$ cat src/rtl/core/ott_pkg.sv
package ott_pkg;

    localparam int unsigned ExpW    = 48;
    localparam int unsigned IdW     = 32;
    localparam int unsigned PeriodW = 32;
    localparam int unsigned SleepW  = 49;

    // Operation codes of an input transaction.
    localparam logic [1:0] MODE_ADD   = 2'd0;
    localparam logic [1:0] MODE_DEL   = 2'd1;
    localparam logic [1:0] MODE_CHECK = 2'd2;

    // Status codes of a result transaction.
    localparam logic [1:0] ST_OK   = 2'd0;
    localparam logic [1:0] ST_NONE = 2'd1;
    localparam logic [1:0] ST_FULL = 2'd2;

    typedef enum logic [2:0] {
        S_IDLE,
        S_SCAN1,
        S_ACT,
        S_SCAN2,
        S_DONE
    } t_state;

    typedef struct packed {
        logic load;
        logic act;
        logic finish;
    } t_cmd;

    typedef struct packed {
        logic scan_done;
    } t_sts;

    typedef struct packed {
        logic [ExpW-1:0]    expire;
        logic [PeriodW-1:0] period;
        logic [IdW-1:0]     id;
        logic               periodic;
    } t_entry;

    // Expiry time now + period, saturated at the top of the 48-bit range.
    function automatic logic [ExpW-1:0] sat_expiry(input logic [ExpW-1:0] now,
                                                   input logic [PeriodW-1:0] period);
        logic [ExpW:0] sum;
        sum = {1'b0, now} + {{(ExpW + 1 - PeriodW){1'b0}}, period};
        sat_expiry = sum[ExpW] ? {ExpW{1'b1}} : sum[ExpW-1:0];
    endfunction

endpackage

$ cat src/rtl/core/ott_ctrl.sv
module ott_ctrl (
    input  logic          i_clk,
    input  logic          i_rst_n,
    input  logic          i_start,
    output logic          o_busy,
    output ott_pkg::t_cmd o_cmd,
    input  ott_pkg::t_sts i_sts
);

    ott_pkg::t_state r_state;
    ott_pkg::t_state n_state;

    // State register.
    always_ff @(posedge i_clk) begin
        if (!i_rst_n) begin
            r_state <= ott_pkg::S_IDLE;
        end else begin
            r_state <= n_state;
        end
    end

    // Next state: scan, act, scan again for the sleep time, report.
    always_comb begin
        n_state = r_state;
        case (r_state)
            ott_pkg::S_IDLE: begin
                if (i_start) n_state = ott_pkg::S_SCAN1;
            end
            ott_pkg::S_SCAN1: begin
                if (i_sts.scan_done) n_state = ott_pkg::S_ACT;
            end
            ott_pkg::S_ACT: begin
                n_state = ott_pkg::S_SCAN2;
            end
            ott_pkg::S_SCAN2: begin
                if (i_sts.scan_done) n_state = ott_pkg::S_DONE;
            end
            ott_pkg::S_DONE: begin
                n_state = ott_pkg::S_IDLE;
            end
            default: begin
                n_state = ott_pkg::S_IDLE;
            end
        endcase
    end

    // Commands to the datapath.
    always_comb begin
        o_cmd.load   = (r_state == ott_pkg::S_IDLE) && i_start;
        o_cmd.act    = (r_state == ott_pkg::S_ACT);
        o_cmd.finish = (r_state == ott_pkg::S_DONE);
        o_busy       = (r_state != ott_pkg::S_IDLE);
    end

    a_act_after_scan: assert property (@(posedge i_clk) disable iff (!i_rst_n)
        o_cmd.act |-> $past(r_state == ott_pkg::S_SCAN1))
        else $error("act without a completed scan");
    a_finish_one: assert property (@(posedge i_clk) disable iff (!i_rst_n)
        o_cmd.finish |=> !o_cmd.finish)
        else $error("finish held for more than one cycle");
    a_load_idle: assert property (@(posedge i_clk) disable iff (!i_rst_n)
        o_cmd.load |=> (r_state == ott_pkg::S_SCAN1))
        else $error("load did not start a scan");

endmodule

$ cat src/rtl/core/ott_dp.sv
module ott_dp #(
    parameter int unsigned CAPACITY = 16
) (
    input  logic                          i_clk,
    input  logic                          i_rst_n,
    input  ott_pkg::t_cmd                 i_cmd,
    output ott_pkg::t_sts                 o_sts,
    input  logic [1:0]                    i_mode,
    input  logic [ott_pkg::ExpW-1:0]      i_now_ms,
    input  logic [ott_pkg::PeriodW-1:0]   i_period_ms,
    input  logic                          i_periodic,
    input  logic [ott_pkg::IdW-1:0]       i_target_id,
    input  logic [ott_pkg::ExpW-1:0]      i_target_expire,
    output logic                          o_valid,
    output logic [1:0]                    o_status,
    output logic [ott_pkg::IdW-1:0]       o_timer_id,
    output logic [ott_pkg::ExpW-1:0]      o_expire_ms,
    output logic [ott_pkg::IdW-1:0]       o_rearmed_id,
    output logic signed [ott_pkg::SleepW-1:0] o_sleep_ms
);

    localparam int unsigned AW = $clog2(CAPACITY);
    localparam logic [AW-1:0] LAST = AW'(CAPACITY - 1);

    ott_pkg::t_entry mem [CAPACITY];

    // Captured transaction.
    logic [1:0]                  r_mode;
    logic [ott_pkg::ExpW-1:0]    r_now;
    logic [ott_pkg::PeriodW-1:0] r_period;
    logic                        r_per;
    logic [ott_pkg::IdW-1:0]     r_tid;
    logic [ott_pkg::ExpW-1:0]    r_texp;

    logic [CAPACITY-1:0]     r_valid;
    logic [ott_pkg::IdW-1:0] r_next_id;

    // Scan pipeline.
    logic            r_issue;
    logic [AW-1:0]   r_addr;
    logic            r_rd_vld;
    logic [AW-1:0]   r_rd_idx;
    ott_pkg::t_entry r_q;

    // Scan findings.
    logic            r_best_found;
    logic [AW-1:0]   r_best_idx;
    ott_pkg::t_entry r_best;
    logic            r_free_found;
    logic [AW-1:0]   r_free_idx;
    logic            r_match_found;
    logic [AW-1:0]   r_match_idx;

    // Result registers.
    logic                        r_out_valid;
    logic [1:0]                  r_status;
    logic [ott_pkg::IdW-1:0]     r_rid;
    logic [ott_pkg::ExpW-1:0]    r_rexp;
    logic [ott_pkg::IdW-1:0]     r_rre;
    logic [ott_pkg::SleepW-1:0]  r_sleep;

    logic                        w_ent_vld;
    logic                        w_better;
    logic                        w_due;
    logic [ott_pkg::IdW-1:0]     w_new_id;
    logic                        w_we;
    logic [AW-1:0]               w_wa;
    ott_pkg::t_entry             w_wd;

    // Compare logic for the entry coming out of the memory.
    always_comb begin
        w_ent_vld = r_valid[r_rd_idx];
        w_better  = !r_best_found || (r_q.expire < r_best.expire) ||
                    ((r_q.expire == r_best.expire) && (r_q.id < r_best.id));
        w_due     = r_best_found && (r_best.expire <= r_now);
        w_new_id  = r_next_id + 1'b1;
        o_sts.scan_done = r_rd_vld && (r_rd_idx == LAST);
    end

    // Memory write during the act step: a new timer or a re-armed one.
    always_comb begin
        w_we = 1'b0;
        w_wa = r_free_idx;
        w_wd.expire   = ott_pkg::sat_expiry(r_now, r_period);
        w_wd.period   = r_period;
        w_wd.id       = w_new_id;
        w_wd.periodic = r_per;
        if (i_cmd.act) begin
            case (r_mode)
                ott_pkg::MODE_ADD: begin
                    w_we = r_free_found;
                end
                ott_pkg::MODE_CHECK: begin
                    w_we          = w_due && r_best.periodic;
                    w_wa          = r_best_idx;
                    w_wd.expire   = ott_pkg::sat_expiry(r_now, r_best.period);
                    w_wd.period   = r_best.period;
                    w_wd.periodic = 1'b1;
                end
                default: begin
                    w_we = 1'b0;
                end
            endcase
        end
    end

    // Timer memory with a registered read port.
    always_ff @(posedge i_clk) begin
        if (r_issue) r_q <= mem[r_addr];
        if (w_we) mem[w_wa] <= w_wd;
    end

    // Control state, scan and act.
    always_ff @(posedge i_clk) begin
        if (!i_rst_n) begin
            r_valid       <= '0;
            r_next_id     <= '0;
            r_issue       <= 1'b0;
            r_rd_vld      <= 1'b0;
            r_best_found  <= 1'b0;
            r_free_found  <= 1'b0;
            r_match_found <= 1'b0;
            r_out_valid   <= 1'b0;
        end else begin
            r_rd_vld    <= 1'b0;
            r_out_valid <= 1'b0;

            if (i_cmd.load) begin
                r_mode        <= i_mode;
                r_now         <= i_now_ms;
                r_period      <= i_period_ms;
                r_per         <= i_periodic;
                r_tid         <= i_target_id;
                r_texp        <= i_target_expire;
                r_addr        <= '0;
                r_issue       <= 1'b1;
                r_best_found  <= 1'b0;
                r_free_found  <= 1'b0;
                r_match_found <= 1'b0;
            end

            // Read addresses go out one per cycle.
            if (r_issue) begin
                r_rd_vld <= 1'b1;
                r_rd_idx <= r_addr;
                if (r_addr == LAST) begin
                    r_issue <= 1'b0;
                end else begin
                    r_addr <= r_addr + 1'b1;
                end
            end

            // Track the earliest entry, the first free slot and the first match.
            if (r_rd_vld) begin
                if (w_ent_vld && w_better) begin
                    r_best_found <= 1'b1;
                    r_best_idx   <= r_rd_idx;
                    r_best       <= r_q;
                end
                if (!w_ent_vld && !r_free_found) begin
                    r_free_found <= 1'b1;
                    r_free_idx   <= r_rd_idx;
                end
                if (w_ent_vld && !r_match_found && (r_q.id == r_tid) &&
                    (r_q.expire == r_texp)) begin
                    r_match_found <= 1'b1;
                    r_match_idx   <= r_rd_idx;
                end
            end

            // Apply the operation, then restart the scan for the sleep time.
            if (i_cmd.act) begin
                r_addr       <= '0;
                r_issue      <= 1'b1;
                r_best_found <= 1'b0;
                r_status     <= ott_pkg::ST_NONE;
                r_rid        <= '0;
                r_rexp       <= '0;
                r_rre        <= '0;
                case (r_mode)
                    ott_pkg::MODE_ADD: begin
                        if (r_free_found) begin
                            r_valid[r_free_idx] <= 1'b1;
                            r_next_id <= w_new_id;
                            r_status  <= ott_pkg::ST_OK;
                            r_rid     <= w_new_id;
                            r_rexp    <= w_wd.expire;
                        end else begin
                            r_status <= ott_pkg::ST_FULL;
                        end
                    end
                    ott_pkg::MODE_DEL: begin
                        if (r_match_found) begin
                            r_valid[r_match_idx] <= 1'b0;
                            r_status <= ott_pkg::ST_OK;
                        end
                    end
                    ott_pkg::MODE_CHECK: begin
                        if (w_due) begin
                            r_status <= ott_pkg::ST_OK;
                            r_rid    <= r_best.id;
                            r_rexp   <= r_best.expire;
                            if (r_best.periodic) begin
                                r_next_id <= w_new_id;
                                r_rre     <= w_new_id;
                            end else begin
                                r_valid[r_best_idx] <= 1'b0;
                            end
                        end
                    end
                    default: begin
                        r_status <= ott_pkg::ST_NONE;
                    end
                endcase
            end

            // Sleep time from the second scan; the result goes out next cycle.
            if (i_cmd.finish) begin
                r_out_valid <= 1'b1;
                if (!r_best_found) begin
                    r_sleep <= {ott_pkg::SleepW{1'b1}};
                end else if (r_best.expire > r_now) begin
                    r_sleep <= {1'b0, r_best.expire - r_now};
                end else begin
                    r_sleep <= '0;
                end
            end
        end
    end

    assign o_valid      = r_out_valid;
    assign o_status     = r_status;
    assign o_timer_id   = r_rid;
    assign o_expire_ms  = r_rexp;
    assign o_rearmed_id = r_rre;
    assign o_sleep_ms   = r_sleep;

    a_strobe_one: assert property (@(posedge i_clk) disable iff (!i_rst_n)
        o_valid |=> !o_valid)
        else $error("result strobe held for more than one cycle");
    a_full_means_full: assert property (@(posedge i_clk) disable iff (!i_rst_n)
        (o_valid && (o_status == ott_pkg::ST_FULL)) |-> (&r_valid))
        else $error("table full reported with a free slot");
    a_fail_no_id: assert property (@(posedge i_clk) disable iff (!i_rst_n)
        (o_valid && (o_status != ott_pkg::ST_OK)) |-> (o_timer_id == '0))
        else $error("failed transaction reports an id");

endmodule

$ cat src/rtl/core/ordered_timer_table.sv
// Timer table of CAPACITY entries, searched in order of (expiry, id). A transaction is
// taken at a rising edge where start is high and busy is low. Its single result
// appears in the cycle in which busy drops, so the next transaction can be taken
// from then on. Each transaction makes two passes of one read a cycle through the
// entry memory: one finds the earliest, free or matching entry, and one finds the
// earliest entry left for the sleep time. The result is on the o_ ports for exactly
// one cycle, marked by o_valid, and the receiver cannot stall it. Outside that cycle
// the result ports are not meaningful and may change while the next transaction
// is being processed.
module ordered_timer_table #(
    parameter int unsigned CAPACITY = 16
) (
    input  logic                              i_clk,
    input  logic                              i_rst_n,
    input  logic                              start,
    output logic                              busy,
    input  logic [1:0]                        i_mode,
    input  logic [ott_pkg::ExpW-1:0]          i_now_ms,
    input  logic [ott_pkg::PeriodW-1:0]       i_period_ms,
    input  logic                              i_periodic,
    input  logic [ott_pkg::IdW-1:0]           i_target_id,
    input  logic [ott_pkg::ExpW-1:0]          i_target_expire,
    output logic                              o_valid,
    output logic [1:0]                        o_status,
    output logic [ott_pkg::IdW-1:0]           o_timer_id,
    output logic [ott_pkg::ExpW-1:0]          o_expire_ms,
    output logic [ott_pkg::IdW-1:0]           o_rearmed_id,
    output logic signed [ott_pkg::SleepW-1:0] o_sleep_ms
);

    ott_pkg::t_cmd w_cmd;
    ott_pkg::t_sts w_sts;

    // Sequencer.
    ott_ctrl u_ctrl (
        .i_clk   (i_clk),
        .i_rst_n (i_rst_n),
        .i_start (start),
        .o_busy  (busy),
        .o_cmd   (w_cmd),
        .i_sts   (w_sts)
    );

    // Entry memory, scan and result datapath.
    ott_dp #(
        .CAPACITY (CAPACITY)
    ) u_dp (
        .i_clk           (i_clk),
        .i_rst_n         (i_rst_n),
        .i_cmd           (w_cmd),
        .o_sts           (w_sts),
        .i_mode          (i_mode),
        .i_now_ms        (i_now_ms),
        .i_period_ms     (i_period_ms),
        .i_periodic      (i_periodic),
        .i_target_id     (i_target_id),
        .i_target_expire (i_target_expire),
        .o_valid         (o_valid),
        .o_status        (o_status),
        .o_timer_id      (o_timer_id),
        .o_expire_ms     (o_expire_ms),
        .o_rearmed_id    (o_rearmed_id),
        .o_sleep_ms      (o_sleep_ms)
    );

endmodule
$ cat config.mk
export PLATFORM = sky130hd
export DESIGN_NAME = ordered_timer_table
export DESIGN_NICKNAME = d
export VERILOG_FILES = /design/src/rtl/core/ott_pkg.sv /design/src/rtl/core/ott_ctrl.sv /design/src/rtl/core/ott_dp.sv /design/src/rtl/core/ordered_timer_table.sv
export SDC_FILE = /design/constraint.sdc
export NUM_CORES = 2
export LEC_CHECK = 0
export ABC_AREA = 1
export BUFFER_PORTS_ARGS = -buffer_cell sky130_fd_sc_hd__clkbuf_2
export CELL_PAD_IN_SITES_DETAIL_PLACEMENT = 0
export CELL_PAD_IN_SITES_GLOBAL_PLACEMENT = 2
export CORE_MARGIN = 1.5
export CORE_UTILIZATION = 30
export CTS_CLUSTER_SIZE = 14
export DETAILED_ROUTE_END_ITERATION = 10
export HOLD_SLACK_MARGIN = 0.08
export PLACE_DENSITY_LB_ADDON = 0.2
export REMOVE_ABC_BUFFERS = 1
export SLEW_MARGIN = 20
export SYNTH_ARGS = -nofsm -noshare
export SYNTH_HDL_FRONTEND = slang
export SYNTH_SLANG_ARGS = --single-unit
$ cat constraint.sdc
create_clock -name i_clk -period 9.55 [get_ports i_clk]
set_clock_uncertainty 0.2 [all_clocks]
set_input_delay 1.4325 -clock i_clk [delete_from_list [all_inputs] [get_ports i_clk]]
set_output_delay 1.4325 -clock i_clk [all_outputs]
set_load 0.03 [all_outputs]
# Word level (Yosys, flattened, before mapping)
# Memory sizes are Yosys's and may differ from the RTL's. A register that Yosys moved wholly into a read port is not among the register bits.
# Cells that the tools add are included.
[totals] reg_bits=516 ramBits=1808 input_bits=166 out_inout_bits=165 wordCells=169 memories=1
[mem_list] memory="u_dp.mem" words=16 word_bits=113 rd=1 rd_clocked_by_memory_dff=1 wr=1 line_no="ott_dp.sv:25" text="ott_pkg::t_entry mem [CAPACITY];"
[classes] addsub=5 order_cmp=11 eq_ne=19 n_mux=62 n_bitwise=6 n_reduce_logical=36
[op_table] op="$mux 48" count=5
[op_table] op="$mux 32" count=5
[op_table] op="$mux 80" count=2
[op_table] op="$pmux 32 s2" count=2
[op_table] op="$add 48x32->49" count=2
[op_table] op="$eq 48x48->1" count=2
[op_table] op="$pmux 48 s2" count=1
[op_table] op="$mux 16" count=4
[op_table] op="$gt 48x48->1" count=1
[op_table] op="$le 48x48->1" count=1
[op_table] op="$lt 48x48->1" count=1
[op_table] op="$pmux 16 s3" count=1
[op_table] op="$sub 48x48->48" count=1
[op_table] op="$add 32x1->32 const B" count=1
[op_table] op="$and 16x16->16" count=2
[op_table] op="$eq 32x32->1" count=1
[op_table] op="$lt 32x32->1" count=1
[op_table] op="$not 16->16" count=2
[op_table] op="$mux 1" count=26
[op_table] op="$lt 4x5->1 const B" count=4
[op_table] op="$mux 4" count=5
[op_table] op="$or 16x16->16" count=1
[op_table] op="$reduce_and 3->1" count=5
[op_table] op="$logic_and 1x1->1" count=13
[op_table] op="28 further kinds" count=50

# Logic depth before layout (Yosys ltp)
[depth] word_depth=9 depth_mapped=19 depth_no_buf=19

# Hierarchy
# From an unflattened synthesis, not the netlist that was laid out.
[hier_totals] hier_cells=8558 area_unflattened_um2=105760.2
[modules_own_cells] mod="ott_dp" instances=1 cells_each=8532 area_per_inst_um2=105592.5 seq_area_each_um2=72549.6
[modules_own_cells] mod="ott_ctrl" instances=1 cells_each=26 area_per_inst_um2=167.7 seq_area_each_um2=60.1

# Worst setup path after synthesis
# OpenSTA, ideal clock, no wires.
[synth_timing] path_type="in2reg" start="input i_rst_n" end="register u_dp.r_mode[0] (enable)" setup_ps=689 t_arrival_ps=8486 t_required_ps=8661 setup_slack_ps=175 stages=3 n_path_buf=1 cell_sequence="inv_1 -> clkbuf_1 -> nor2_1"
[synth_via] elab_chain_cells=1
[synth_lines] element="from (decl)" line_no="ordered_timer_table.sv:14" text="input logic i_rst_n,"
[synth_lines] element="$reduce_and 2->1 (no line)"
[synth_lines] element="to (signal assigned)" line_no="ott_dp.sv:129" text="r_mode <= i_mode;"
[synth_lines] element="to (decl)" line_no="ott_dp.sv:28" text="logic [1:0] r_mode;"
# No other way between the ends.
# A chain may end at the register's enable or synchronous reset.

# Final worst setup path
[layout_timing] start="register u_dp.r_q[86] (netlist name)" end="register u_dp.r_best[61] (netlist bit) (enable)"
[layout_via] elab_chain_cells=5 word_cells_on_any_way=7 cone_classes="order compare (1); eq/ne (1); reduce/logical (5)"
[layout_lines] element="$lt 48x48->1 / $eq 48x48->1 (equally long branches)" line_no="ott_dp.sv:73, ott_dp.sv:74"
[layout_lines] element="$logic_or 1x1->1 / $logic_and 1x1->1 (equally long branches)" line_no="ott_dp.sv:73, ott_dp.sv:74"
[layout_lines] element="$logic_or 1x1->1 *" line_no="ott_dp.sv:73" text="w_better = !r_best_found || (r_q.expire < r_best.expire) ||"
[layout_lines] element="$logic_and 1x1->1 *" line_no="ott_dp.sv:155" text="if (w_ent_vld && w_better) begin"
[layout_lines] element="$reduce_and 3->1 (no line) *"
[layout_lines] element="to (signal assigned)" line_no="ott_dp.sv:158" text="r_best <= r_q;"
[layout_lines] element="to (decl)" line_no="ott_dp.sv:48" text="ott_pkg::t_entry r_best;"
# Every way passes the cells marked *; elsewhere a longest branch is shown, timed or not.

==> impl.org <==
** Status
- The run finished with clean final reports.

** Synthesis
- Synthesis handed over a netlist of 8,567 instances.
- Summing every instance area after synthesis gives 106,000 um^2.
- Summing the areas of all xor and xnor instances in the mapped netlist gives 1.06% of the synthesized area.
- Number of synthesized register bits :: 2,437
- Fraction of the mapped netlist area in simple logic gates :: 11.2%
- After synthesis, the largest family of logic cells by area is simple AND/OR/NAND/NOR gates.
- Area share of fa/ha/maj cells after synthesis :: 2.38%
- Mux cell area share after synthesis :: 3.71%
- Fraction of the yosys area taken by sequential cells :: 68.5%
- For this run, the leading register cell type out of synthesis is sky130_fd_sc_hd__edfxtp_1.
- Async S/R FF share, synth :: 0%
- Per-instance average area after synthesis :: 12.4 um^2
- Unique cell type count in the Yosys netlist :: 62
- EDFF count, synth :: 2,380
- Summing the areas of all compound-gate instances in the mapped netlist gives 9.48% of the synthesized area.
- During synthesis, Yosys emitted a total of 0 warnings.

** Floorplan
- Die Span X :: 598 um
- For this configuration, the core starts out at a cell density of 30.1%.
- In this run the core area contains 218 standard-cell rows.
- Area inside the core boundary :: 352,000 um^2
- Die outline area :: 357,000 um^2
- The floorplan step set the die height to 598 um.
- 331 I/O pins were placed.

** Timing
- The final number of max-transition violations is 0.
- For the pin with the worst max-slew slack, the measured transition is 1.32 ns.
- Setup repair after global routing left no endpoint under its margin.
- Setup violations remaining at the end of the flow were counted as 0.
- Final critical delay including setup and external delays :: 5.87 ns
- The worst path uses 61.5% of the clock period.
- The count of final hold-check violations was 0.
- In this run the tightest slew margin relative to its limit is 10.8%.
- Static timing analysis puts the maximum clock frequency at 170 MHz.
- Setup TNS :: 0 ns

** Route
- After detailed routing, the number of vias per cell comes to 5.25.
- Post-Route WL :: 435,000 um
- After detailed routing, the average wire length per cell comes to 31.4 um.
- Number of detailed-route iterations in the first pass :: 6
- DRC violation count after routing :: 0
- Count of nets left with antenna violations after detail routing :: 0
- In this run, the number of DRC markers left after iteration 0 of detailed routing was 7,550.
- Across all layers, the routed design uses 72,884 vias.

** Clock network
- # clock sinks :: 2,437
- Resized cells post-CTS :: 0
- Hold buffer count at cts :: 0
- Root Buffer :: sky130_fd_sc_hd__clkbuf_16
- Clock latency on the worst-skew pair, taken at its later pin, is 0.93 ns.
- Maximum count of clock buffers along a single path :: 4
- Number of clock buffers inserted by TritonCTS :: 290
- H-tree levels :: 5
- TritonCTS built the clock tree.
- Clock-pin slew was measured on the worst setup and hold paths at 0.06 ns.
- Postcts setup bufs :: 0

** Pwr
- In this run the power density over the cells is 263 nW/um^2.
- Across the VDD grid, the largest voltage drop is 0.201 mV.
- Static leakage power :: 43.0 nW

** Placed design
- # placed instances :: 13,344
- Final HPWL DP :: 296,000 um
- Placer congestion estimate :: 0.958
- Port Buf Inserts :: 330

** Critical path
- CP max stage cell :: sky130_fd_sc_hd__buf_4
- The worst setup path is launched from a flip-flop.
- Critical path buffer and inverter count :: 2
- Cell Chain, Critical Path :: ha_1, nand2_1, nor2_1, nand4_1, nor3_1, nand4_1, nor2_1, nand3_1, nand2_1, nand2_1, nor2_4, buf_4, buf_4
- In this run the worst path has a maximum fanout of 47.
- Start-to-end type of the worst setup path :: reg2reg
- Among the stages of the critical path, the cell type that occurs most often is sky130_fd_sc_hd__nand2_1.
- Data arrives at the worst endpoint at 6.18 ns.
- At the worst endpoint, the required time is 9.85 ns.
- Stage delay of the slowest cell on the critical path :: 0.88 ns
- Gate family responsible for the most delay along the worst path :: simple AND/OR/NAND/NOR gates
- The worst setup path is captured at a flip-flop.

** GRT
- Global routing met1 resource utilization :: 33.8%
- Largest net degree at the start of global routing :: 224
- Global routing used 3.08% of the available met3 tracks.
- Via count of the first global-routing pass :: 71,378
- After global routing the overflow that remains totals 0.
- GR met2 Demand/Resource :: 37.7%
- Initial antenna violation count :: 37
- First-pass GRT wire length :: 592,000 um
- Global route hottest layer :: met2
- Global routing consumed, over all layers together, 23.8% of the routing resources.

** Cells and area
- In the final design database the tool counted 9,273 nets.
- Compared with the post-synthesis result, the final layout area differs by 15.9%.
- Counting the fill cells in the layout gives 34,538.
- Leaving out fill and tap cells, the most frequent cell in the layout is sky130_fd_sc_hd__edfxtp_1.
- Non-Filler Instances :: 13,871
- Leaving out fill and tap cells, the most frequent cells in the layout are 2,380 x sky130_fd_sc_hd__edfxtp_1, 1,102 x sky130_fd_sc_hd__nand2_1, 1,002 x sky130_fd_sc_hd__nor2_1, 659 x sky130_fd_sc_hd__o21ai_0, 586 x sky130_fd_sc_hd__inv_1.
- Layout cell share with drive strength beyond 1 :: 10.8%

** Run
- Across the run, the number of max-cap violations was 0.

** Hold path
- Hold WC Path Type :: reg2reg
## metrics by stage
stage	util, %	hold slack [ns]	area (um^2)	power [mW]	setup slack (ns)
after CTS	34.9	0.202	123000	32.5	3.70
after floorplan	-	0.200	104000	18.5	-35.45
after detailed placement	32.2	0.205	113000	21.4	3.70
final	34.9	0.186	123000	32.3	3.68
after global placement	32.2	0.206	113000	21.4	3.68
after global routing	34.9	0.214	123000	33.5	3.58
## cells by family (layout without fill, tap and decap cells)
family | count (synthesis) | in the layout
XOR/XNOR | 128 | 128
flip-flops | 2437 | 2437
multiplexers | 393 | 393
buffers and inverters | 999 | 1551
AO/OA/AOI/OAI | 1583 | 1583
other | 0 | 22
AND/OR/NAND/NOR | 2827 | 2827
adder cells (fa/ha/maj) | 200 | 200
## layout make-up
cell class	instances	area (um^2)	area share, %
Timing Repair Buffer	447	2940	2.40
Antenna cell	22	55.1	0.0448
Tap cell	4730	5920	4.82
Clock inverter	154	1690	1.37
Clock buffer	350	7620	6.20
Sequential cell	2437	72600	59.1
Multi-Input combinational cell	5131	29700	24.2
Inverter	600	2280	1.86
## power by group
group | switching, mW | internal (mW)
Sequential | 0.751 | 12.8
Clock | 4.61 | 6.42
Combinational | 5.64 | 2.01
Total | 11.0 | 21.3
## state kept, by name (all words and copies together), names as in the netlist, 48 cells and up
signal and flops:
u_dp.mem 1808, u_dp.o_sleep_ms 49, u_dp.r_best 113, u_dp.r_texp 48, u_dp.r_now 48, u_dp.o_expire_ms 48, u_dp.r_q 113
## final timing paths
kind	start	to	slack, ns	cells after the start
worst max-delay path	u_dp.r_q[86]$_DFFE_PP_	u_dp.r_best[61]$_DFFE_PP_	3.68	13
worst min-delay path	u_dp.r_q[48]$_DFFE_PP_	u_dp.r_best[48]$_DFFE_PP_	0.19	0
worst max register to register	u_dp.r_q[86]$_DFFE_PP_	u_dp.r_best[61]$_DFFE_PP_	3.68	13
worst min register to register	u_dp.r_q[48]$_DFFE_PP_	u_dp.r_best[48]$_DFFE_PP_	0.19	0
## cells in the mapped netlist (5+ instances only)
| library cell | number | area, um^2 |
|---|---|---|
| sky130_fd_sc_hd__edfxtp_1 | 2380 | 71500 |
| sky130_fd_sc_hd__nand2_1 | 1103 | 4140 |
| sky130_fd_sc_hd__nor2_1 | 1022 | 3840 |
| sky130_fd_sc_hd__o21ai_0 | 659 | 3300 |
| sky130_fd_sc_hd__inv_1 | 586 | 2200 |
| sky130_fd_sc_hd__o221ai_1 | 394 | 3450 |
| sky130_fd_sc_hd__mux2i_1 | 393 | 3930 |
| sky130_fd_sc_hd__nand3_1 | 393 | 1970 |
| sky130_fd_sc_hd__clkbuf_1 | 306 | 1150 |
| sky130_fd_sc_hd__a21oi_1 | 253 | 1270 |
| sky130_fd_sc_hd__ha_1 | 197 | 2460 |
| sky130_fd_sc_hd__nand4_1 | 99 | 619 |
| sky130_fd_sc_hd__o211ai_1 | 68 | 510 |
| sky130_fd_sc_hd__xnor2_1 | 66 | 578 |
| sky130_fd_sc_hd__or2_2 | 62 | 388 |
| sky130_fd_sc_hd__xor2_1 | 62 | 543 |
| sky130_fd_sc_hd__o32ai_1 | 61 | 534 |
| sky130_fd_sc_hd__dfxtp_1 | 57 | 1140 |
| sky130_fd_sc_hd__buf_2 | 54 | 270 |
| sky130_fd_sc_hd__nor3_1 | 51 | 255 |
| sky130_fd_sc_hd__o22ai_1 | 43 | 269 |
| sky130_fd_sc_hd__nor4_1 | 32 | 200 |
| sky130_fd_sc_hd__o21ai_1 | 27 | 135 |
| sky130_fd_sc_hd__buf_1 | 23 | 86.3 |
| sky130_fd_sc_hd__o21bai_1 | 17 | 128 |
| sky130_fd_sc_hd__and2_1 | 15 | 93.8 |
| sky130_fd_sc_hd__a21o_1 | 14 | 105 |
| sky130_fd_sc_hd__a31oi_1 | 12 | 75.1 |
| sky130_fd_sc_hd__o31ai_1 | 12 | 90.1 |
| sky130_fd_sc_hd__nand2_2 | 11 | 68.8 |
| sky130_fd_sc_hd__buf_4 | 10 | 75.1 |
| sky130_fd_sc_hd__inv_2 | 9 | 33.8 |
| sky130_fd_sc_hd__nor2_2 | 9 | 56.3 |
| sky130_fd_sc_hd__a21boi_0 | 6 | 45.0 |
| sky130_fd_sc_hd__buf_6 | 6 | 67.6 |
| sky130_fd_sc_hd__and3_1 | 5 | 31.3 |
## routing by layer
layer / routed length, um / up-vias
met1: 198000 / 37789
met5: 9 / -
met2: 199000 / 2459
met3: 24700 / 450
met4: 13500 / 2
li1: - / 32184
Note: power is estimated with default switching activity, not from simulation.
